File: src/rtl/lphs_pkg.sv
package lphs_pkg;

	localparam int unsigned TableDepth = 1024;
	localparam int unsigned SlotW = 10;
	localparam int unsigned KeyW = 31;
	localparam int unsigned SizeW = 11;
	localparam int unsigned CntW = 11;

	typedef enum logic [1:0] {
		MODE_INSERT = 2'd0,
		MODE_SEARCH = 2'd1,
		MODE_DELETE = 2'd2,
		MODE_NONE   = 2'd3
	} mode_t;

	typedef enum logic [1:0] {
		ST_OK        = 2'd0,
		ST_NOT_FOUND = 2'd1,
		ST_FULL      = 2'd2
	} status_t;

	typedef enum logic [4:0] {
		S_IDLE,
		S_DIV,
		S_RD,
		S_CHK,
		S_DEL_CLR,
		S_CL_RD,
		S_CL_CHK,
		S_RI_INIT,
		S_RI_DIV,
		S_RI_RD,
		S_RI_CHK,
		S_DONE
	} state_t;

	// memory access request from the sequencer
	typedef struct packed {
		logic             rd;
		logic             wr;
		logic [SlotW-1:0] addr;
		logic             wvalid;
		logic [KeyW-1:0]  wkey;
	} mem_req_t;

	typedef struct packed {
		logic            valid;
		logic [KeyW-1:0] key;
	} mem_rsp_t;

endpackage

File: src/rtl/lphs_mod.sv
// Sequential restoring remainder: key % m, one quotient bit per cycle.
module lphs_mod (
	input  logic                         clk,
	input  logic                         arst_n,
	input  logic                         start,
	input  logic [lphs_pkg::KeyW-1:0]    dividend,
	input  logic [lphs_pkg::SizeW-1:0]   divisor,
	output logic                         done,
	output logic [lphs_pkg::SlotW-1:0]   rem
);
	localparam int unsigned CntW = $clog2(lphs_pkg::KeyW + 1);

	logic [lphs_pkg::KeyW-1:0]  num_q;
	logic [lphs_pkg::SizeW:0]   rem_q;
	logic [CntW-1:0]            cnt_q;
	logic                       busy_q;
	logic [lphs_pkg::SizeW:0]   shifted;
	logic [lphs_pkg::SizeW:0]   diff;

	assign shifted = {rem_q[lphs_pkg::SizeW-1:0], num_q[lphs_pkg::KeyW-1]};
	assign diff    = shifted - {1'b0, divisor};

	always_ff @(posedge clk or negedge arst_n) begin
		if (!arst_n) begin
			busy_q <= 1'b0;
			cnt_q  <= '0;
			done   <= 1'b0;
		end else begin
			done <= 1'b0;
			if (start) begin
				busy_q <= 1'b1;
				cnt_q  <= CntW'(lphs_pkg::KeyW);
			end else if (busy_q) begin
				cnt_q <= cnt_q - 1'b1;
				if (cnt_q == CntW'(1)) begin
					busy_q <= 1'b0;
					done   <= 1'b1;
				end
			end
		end
	end

	always_ff @(posedge clk) begin
		if (start) begin
			num_q <= dividend;
			rem_q <= '0;
		end else if (busy_q) begin
			num_q <= {num_q[lphs_pkg::KeyW-2:0], 1'b0};
			rem_q <= diff[lphs_pkg::SizeW] ? shifted : diff;
		end
	end

	assign rem = rem_q[lphs_pkg::SlotW-1:0];
endmodule

File: src/rtl/lphs_ctrl.sv
// Probe sequencer: insert, search, delete with cluster reinsertion.
module lphs_ctrl (
	input  logic                          clk,
	input  logic                          arst_n,
	input  logic                          start,
	input  logic [1:0]                    mode,
	input  logic [lphs_pkg::KeyW-1:0]     key,
	input  logic [lphs_pkg::SizeW-1:0]    eff_m,
	input  logic                          res_take,
	output logic                          busy,
	output logic                          res_valid,
	output logic                          res_found,
	output logic [lphs_pkg::SlotW-1:0]    res_slot,
	output logic [1:0]                    res_status,
	output lphs_pkg::mem_req_t            mreq,
	input  lphs_pkg::mem_rsp_t            mrsp,
	output logic [lphs_pkg::CntW-1:0]     count
);
	lphs_pkg::state_t state_q, state_d;

	logic [1:0]                 mode_q;
	logic [lphs_pkg::KeyW-1:0]  key_q;
	logic [lphs_pkg::KeyW-1:0]  mv_key_q;
	logic [lphs_pkg::SlotW-1:0] h_q;
	logic [lphs_pkg::SizeW-1:0] n_q;
	logic [lphs_pkg::SlotW-1:0] pos_q;
	logic [lphs_pkg::SlotW-1:0] ch_q;
	logic [lphs_pkg::SizeW-1:0] cn_q;
	logic [lphs_pkg::CntW-1:0]  cnt_q;
	logic                       wk_found_q;
	logic [lphs_pkg::SlotW-1:0] wk_slot_q;
	logic [1:0]                 wk_status_q;
	logic                       res_valid_q;
	logic                       res_found_q;
	logic [lphs_pkg::SlotW-1:0] res_slot_q;
	logic [1:0]                 res_status_q;

	logic                       div_start;
	logic                       div_done;
	logic [lphs_pkg::SlotW-1:0] div_rem;
	logic [lphs_pkg::KeyW-1:0]  div_arg;
	logic [lphs_pkg::SlotW-1:0] h_nx;
	logic [lphs_pkg::SlotW-1:0] ch_nx;
	logic                       lap_end;
	logic                       hit;

	lphs_mod u_mod (
		.clk      (clk),
		.arst_n   (arst_n),
		.start    (div_start),
		.dividend (div_arg),
		.divisor  (eff_m),
		.done     (div_done),
		.rem      (div_rem)
	);

	assign div_arg   = (state_q == lphs_pkg::S_IDLE) ? key :
		(state_q == lphs_pkg::S_RI_INIT) ? mv_key_q : key_q;
	assign div_start = (state_q == lphs_pkg::S_IDLE && start) ||
		(state_q == lphs_pkg::S_RI_INIT);
	assign h_nx  = ({1'b0, h_q} + 1'b1 >= eff_m) ? '0 : h_q + 1'b1;
	assign ch_nx = ({1'b0, ch_q} + 1'b1 >= eff_m) ? '0 : ch_q + 1'b1;
	assign lap_end = (n_q + 1'b1 >= eff_m);
	assign hit     = mrsp.valid && mrsp.key == key_q;

	always_comb begin
		state_d = state_q;
		unique case (state_q)
			lphs_pkg::S_IDLE:
				if (start)
					state_d = lphs_pkg::S_DIV;
			lphs_pkg::S_DIV:
				if (div_done)
					state_d = lphs_pkg::S_RD;
			lphs_pkg::S_RD:
				state_d = lphs_pkg::S_CHK;
			lphs_pkg::S_CHK: begin
				if (!mrsp.valid || hit || lap_end) begin
					if (mode_q == lphs_pkg::MODE_DELETE && hit)
						state_d = lphs_pkg::S_DEL_CLR;
					else
						state_d = lphs_pkg::S_DONE;
				end else
					state_d = lphs_pkg::S_RD;
			end
			lphs_pkg::S_DEL_CLR:
				state_d = (eff_m > 11'd1) ? lphs_pkg::S_CL_RD : lphs_pkg::S_DONE;
			lphs_pkg::S_CL_RD:
				state_d = lphs_pkg::S_CL_CHK;
			lphs_pkg::S_CL_CHK:
				state_d = mrsp.valid ? lphs_pkg::S_RI_INIT : lphs_pkg::S_DONE;
			lphs_pkg::S_RI_INIT:
				state_d = lphs_pkg::S_RI_DIV;
			lphs_pkg::S_RI_DIV:
				if (div_done)
					state_d = lphs_pkg::S_RI_RD;
			lphs_pkg::S_RI_RD:
				state_d = lphs_pkg::S_RI_CHK;
			lphs_pkg::S_RI_CHK:
				if (!mrsp.valid || mrsp.key == mv_key_q || lap_end) begin
					// cluster walk bounded by m-1 slots
					if (cn_q + 1'b1 + 1'b1 < eff_m)
						state_d = lphs_pkg::S_CL_RD;
					else
						state_d = lphs_pkg::S_DONE;
				end else
					state_d = lphs_pkg::S_RI_RD;
			lphs_pkg::S_DONE:
				if (!res_valid_q || res_take)
					state_d = lphs_pkg::S_IDLE;
			default:
				state_d = lphs_pkg::S_IDLE;
		endcase
	end

	always_comb begin
		mreq = '0;
		unique case (state_q)
			lphs_pkg::S_RD, lphs_pkg::S_RI_RD: begin
				mreq.rd   = 1'b1;
				mreq.addr = h_q;
			end
			lphs_pkg::S_CHK:
				if (mode_q == lphs_pkg::MODE_INSERT && !mrsp.valid) begin
					mreq.wr     = 1'b1;
					mreq.addr   = h_q;
					mreq.wvalid = 1'b1;
					mreq.wkey   = key_q;
				end
			lphs_pkg::S_DEL_CLR: begin
				mreq.wr   = 1'b1;
				mreq.addr = pos_q;
			end
			lphs_pkg::S_CL_RD: begin
				mreq.rd   = 1'b1;
				mreq.addr = ch_q;
			end
			lphs_pkg::S_CL_CHK:
				if (mrsp.valid) begin
					mreq.wr   = 1'b1;
					mreq.addr = ch_q;
				end
			lphs_pkg::S_RI_CHK:
				if (!mrsp.valid) begin
					mreq.wr     = 1'b1;
					mreq.addr   = h_q;
					mreq.wvalid = 1'b1;
					mreq.wkey   = mv_key_q;
				end
			default: ;
		endcase
	end

	always_ff @(posedge clk or negedge arst_n) begin
		if (!arst_n) begin
			state_q     <= lphs_pkg::S_IDLE;
			cnt_q       <= '0;
			res_valid_q <= 1'b0;
		end else begin
			state_q <= state_d;
			if (res_take)
				res_valid_q <= 1'b0;
			if (state_q == lphs_pkg::S_DONE && state_d == lphs_pkg::S_IDLE)
				res_valid_q <= 1'b1;
			if (state_q == lphs_pkg::S_CHK && mode_q == lphs_pkg::MODE_INSERT &&
				!mrsp.valid)
				cnt_q <= cnt_q + 1'b1;
			if (state_q == lphs_pkg::S_DEL_CLR)
				cnt_q <= cnt_q - 1'b1;
		end
	end

	always_ff @(posedge clk) begin
		unique case (state_q)
			lphs_pkg::S_IDLE:
				if (start) begin
					mode_q      <= mode;
					key_q       <= key;
					n_q         <= '0;
					wk_found_q  <= 1'b0;
					wk_slot_q   <= '0;
					wk_status_q <= lphs_pkg::ST_NOT_FOUND;
				end
			lphs_pkg::S_DIV:
				if (div_done)
					h_q <= div_rem;
			lphs_pkg::S_CHK: begin
				if (mode_q == lphs_pkg::MODE_NONE) begin
					wk_status_q <= lphs_pkg::ST_NOT_FOUND;
				end else if (!mrsp.valid) begin
					if (mode_q == lphs_pkg::MODE_INSERT) begin
						wk_found_q  <= 1'b1;
						wk_slot_q   <= h_q;
						wk_status_q <= lphs_pkg::ST_OK;
					end
				end else if (mrsp.key == key_q) begin
					wk_found_q  <= 1'b1;
					wk_slot_q   <= h_q;
					wk_status_q <= lphs_pkg::ST_OK;
					pos_q       <= h_q;
					ch_q        <= ({1'b0, h_q} + 1'b1 >= eff_m) ? '0 : h_q + 1'b1;
					cn_q        <= '0;
				end else if (lap_end) begin
					if (mode_q == lphs_pkg::MODE_INSERT)
						wk_status_q <= lphs_pkg::ST_FULL;
				end
				h_q <= h_nx;
				n_q <= n_q + 1'b1;
			end
			lphs_pkg::S_CL_CHK:
				mv_key_q <= mrsp.key;
			lphs_pkg::S_RI_DIV:
				if (div_done) begin
					h_q <= div_rem;
					n_q <= '0;
				end
			lphs_pkg::S_RI_CHK: begin
				h_q <= h_nx;
				n_q <= n_q + 1'b1;
				if (!mrsp.valid || mrsp.key == mv_key_q || lap_end) begin
					ch_q <= ch_nx;
					cn_q <= cn_q + 1'b1;
				end
			end
			// output register loads only when the previous result has left
			lphs_pkg::S_DONE:
				if (state_d == lphs_pkg::S_IDLE) begin
					res_found_q  <= wk_found_q;
					res_slot_q   <= wk_slot_q;
					res_status_q <= wk_status_q;
				end
			default: ;
		endcase
	end

	// mode 3 touches nothing: it still probes, but writes only on insert/delete
	assign busy       = (state_q != lphs_pkg::S_IDLE);
	assign res_valid  = res_valid_q;
	assign res_found  = res_found_q;
	assign res_slot   = res_slot_q;
	assign res_status = res_status_q;
	assign count      = cnt_q;
endmodule

File: config.mk
export PLATFORM = sky130hd
export DESIGN_NAME = lphs_ctrl
export DESIGN_NICKNAME = d
export VERILOG_FILES = /design/src/rtl/lphs_pkg.sv /design/src/rtl/lphs_mod.sv /design/src/rtl/lphs_ctrl.sv
export SDC_FILE = /design/constraint.sdc
export NUM_CORES = 1
export LEC_CHECK = 0
export BUFFER_PORTS_ARGS = -buffer_cell sky130_fd_sc_hd__buf_2
export CAP_MARGIN = 20
export CORE_ASPECT_RATIO = 0.9
export CORE_MARGIN = 2
export CORE_UTILIZATION = 50
export CTS_CLUSTER_DIAMETER = 30
export DETAILED_ROUTE_END_ITERATION = 6
export GPL_TIMING_DRIVEN = 0
export PLACE_DENSITY = 0.81
export SETUP_SLACK_MARGIN = 0.1
export SKIP_LAST_GASP = 1
export SLEW_MARGIN = 20
export SYNTH_ARGS = -nofsm -noshare
export SYNTH_HDL_FRONTEND = slang
export SYNTH_SLANG_ARGS = --single-unit
File: constraint.sdc
create_clock -name clk -period 4.39 [get_ports clk]
set_input_delay 1.0975 -clock clk [delete_from_list [all_inputs] [get_ports clk]]
set_output_delay 1.0975 -clock clk [all_outputs]
set_load 0.005 [all_outputs]
==> reports/metrics.json <==
{
  "run_status": {
    "status": "finished clean"
  },
  "synthesis": {
    "mappedNetlistArea_mm2": 0.0122,
    "largest_family_of_logic_cells_by_synthesized_area": "compound AO/OA/AOI/OAI gates",
    "synth.avg_cell_area_um2": 10.7,
    "post_synth_xor_area_fraction": 0.0922,
    "synth-compound-area-share": 0.138,
    "synth-seq-area-share": 0.495,
    "synth_common_cells": "edfxtp_1, nor2_1, xnor2_1",
    "yosysTopAreaCell": "edfxtp_1",
    "synth-adder-area-share": 0.0753,
    "netlist_top_cells_area": "edfxtp_1, ha_1, xnor2_1",
    "synth_async_sr_flop_share": 0.115,
    "synth_mux_area_frac": 0.0337,
    "number_of_enable_flip_flop_cells_after_synthesis": 173,
    "ys_types": 65,
    "ys.flop_type": "edfxtp_1",
    "synthDominantCellAreaShare": 0.427,
    "synth_fp_nets": 1285,
    "most_repeated_cell_in_the_gate_level_netlist_after_synthesis": "edfxtp_1",
    "synth-seq-cells": 208,
    "synth_simple_gate_area_share": 0.134,
    "yosys_warnings": 0,
    "post_synth_inst_count": 1133
  },
  "timing": {
    "timing.max_slew.rel_slack": 0.364,
    "final-max-slew-violation-count": 0,
    "share_of_the_clock_period_used_by_the_worst_path_after_layout": 0.943,
    "final_hold_viol_count": 0,
    "worst_slack_ps": 252,
    "finalSetupViolations": 0,
    "layout_min_cycle_time_ps": 4140,
    "transition_time_of_the_tightest_slew_check_pin_ps": 954,
    "maxClockFrequency_mhz": 242,
    "clock-skew-final_ps": 28.8,
    "hold_slack_ps": 416,
    "rsz0062_at_grt": "true",
    "fin_setup_tns_ps": 0
  },
  "route": {
    "wl_per_cell_um": 20.0,
    "drt_pre_antenna_iters": 6,
    "drc_errors": 0,
    "num_vias": 10100,
    "post_detailed_route_via_to_cell_ratio": 6.03,
    "routed-wl-met3_um": 3340,
    "detail_route.iter0.violations": 1007,
    "met1_wl_um": 13600,
    "maxUsedRoutingLayer": "met4",
    "met2RoutedLength_um": 15300,
    "antenna_violating_nets_post_route": 0,
    "drt-total-wl_um": 33500
  },
  "clock_network": {
    "htree_levels": 2,
    "cts_num_sinks": 208,
    "max-clock-path-buffers": 3,
    "worst_setup_hold_path_clk_slew_ps": 50,
    "clk_root_buffer_cell": "clkbuf_16",
    "cts_made_buffers": 44,
    "worst_skew_pair.late_latency_ps": 540,
    "hold_fix_buffers_at_cts": 0,
    "tritoncts": "built"
  },
  "worst_setup_path": {
    "cp-end-kind": "primary output",
    "start_kind": "flop",
    "critical_path.max_fanout": 10,
    "criticalPathCategory": "reg2out",
    "worst_ep_arrival_time_ps": 3040,
    "crit_required_ps": 3290
  },
  "power": {
    "p_per_area_mw_per_mm2": 467,
    "cellLeakagePower_uw": 0.00612,
    "design_power_total_uw": 6980,
    "irDropWorstVdd_v": 0.000377
  },
  "place": {
    "port_buffers": 149,
    "gp_routability_congestion": 0.948,
    "dp_hpwl_um": 23400,
    "pre_cts_slack_ps": -306
  },
  "layout": {
    "layout.core_utilization": 0.621,
    "drive_above_1_share": 0.194,
    "seqCellArea_mm2": 0.00602,
    "fillCellCount": 1815,
    "multi_input_area_mm2": 0.00579,
    "synthToLayoutAreaGrowth_pct": 22.7,
    "nets": 1487
  },
  "grt": {
    "tot_gr_track_use": 0.256,
    "grt_max_degree": 32,
    "grt_pass1_vias": 9871,
    "antenna_found_initial": 0,
    "global_route.overflow_total": 0,
    "grt_pass1_wl_um": 51800
  },
  "die": {
    "die_h_um": 152,
    "fp.dieArea_mm2": 0.0256,
    "start_util": 0.506,
    "core-area_mm2": 0.0241,
    "design.portCount": 150,
    "die_w_um": 168,
    "num_rows": 54
  },
  "worst_hold_path": {
    "min_path_type": "reg2reg"
  },
  "job": {
    "max_cap_viols": 0
  }
}
[layer usage]
layer / vias to the layer above / track usage
li1: 4583 / -
met1: 4851 / 0.346
met2: 577 / 0.403
met3: 99 / 0.0498
met4: 0 / 0.112
met5: - / 0
[flip-flops by register name, summed over array words and instances, names as in the netlist, 10 cells and up]
signal       cells
u_mod.num_q     31
n_q             11
wk_slot_q       10
res_slot        10
count           11
h_q             10
key_q           31
cn_q            11
ch_q            10
mv_key_q        31
u_mod.rem_q     11
pos_q           10
[power breakdown]
group          leakage, uW  internal [uW]  switching (uW)
Clock             0.000728           2260            1090
Combinational      0.00332            503             623
Sequential         0.00208           2360             136
[critical path, cell delays in order, from the launching register on]
cell and delay, ps:
dfrtp_1 400, buf_2 200, nor2b_1 280, nand3_1 380
nor2_1 470, or2_4 220, o21bai_4 190, a222oi_1 170
inv_1 80, buf_2 100
[per-stage QoR]
step	instance area, um^2	cells
5_1_grt	14900	1677
6_report	14900	1678
4_1_cts	14900	1673
3_3_place_gp	13300	1590
3_5_place_dp	13400	1593
2_1_floorplan	12200	1133
[kinds of logic (layout without fill, tap and decap cells)]
logic type               Yosys count  count (layout)
flip-flops                       208             208
XOR/XNOR                         128             128
AO/OA/AOI/OAI                    260             260
adder cells (fa/ha/maj)           72              72
multiplexers                      41              41
other                              1               2
buffers and inverters             95             331
AND/OR/NAND/NOR                  328             328
[cells in the final DEF, fill, tap and decap left out, types with 10 or more instances in the layout]
cell type / count
o21ai_0: 63
nor4_1: 11
inv_1: 50
xor2_1: 45
ha_1: 70
o31ai_1: 10
edfxtp_1: 173
and3_1: 10
dfxtp_1: 11
xnor2_1: 83
nor2_1: 98
nor3_1: 13
a21oi_1: 72
nand2b_1: 10
a222oi_1: 10
dfrtp_1: 23
nand3_1: 36
nand4_1: 19
buf_2: 156
clkbuf_16: 44
clkbuf_1: 33
nor2b_1: 13
o21a_1: 14
a21boi_0: 12
a22o_1: 31
mux2i_1: 41
nand2_1: 74
and2_1: 11
[what timing repair did]
item	CTS	global route
setup endpoints to repair	10	39
gates resized for setup	1	9
pin swaps	0	1
setup buffers	0	4
endpoints found under the hold margin	0	0
[final timing paths]
| check | from | end | slack (ps) | cells past startpoint |
|---|---|---|---|---|
| setup / recovery | state_q[0]$_DFF_PN0_ | mreq[41] | 250 | 9 |
| hold / removal | wk_slot_q[3]$_SDFFCE_PN0P_ | res_slot[3]$_DFFE_PP_ | 420 | 0 |
| setup reg to reg | n_q[2]$_SDFFCE_PP0P_ | res_slot[2]$_DFFE_PP_ | 350 | 12 |
| hold reg to reg | wk_slot_q[3]$_SDFFCE_PN0P_ | res_slot[3]$_DFFE_PP_ | 420 | 0 |
| max in group asynchronous | arst_n | state_q[2]$_DFF_PN0_ | 3390 | 1 |
| min in group asynchronous | arst_n | count[4]$_DFFE_PN0P_ | 560 | 1 |
[cell type report]
type                       instances  share of cell area
inverter                          51              0.0128
tap                              308              0.0258
timing repair buffer             156              0.0559
clock inverter                    25              0.0216
multi-input combinational        830               0.387
antenna                            1            0.000168
sequential                       208               0.403
clock buffer                      55              0.0792
buffer                            44              0.0140
No activity file was read; power rests on OpenSTA's default activity.
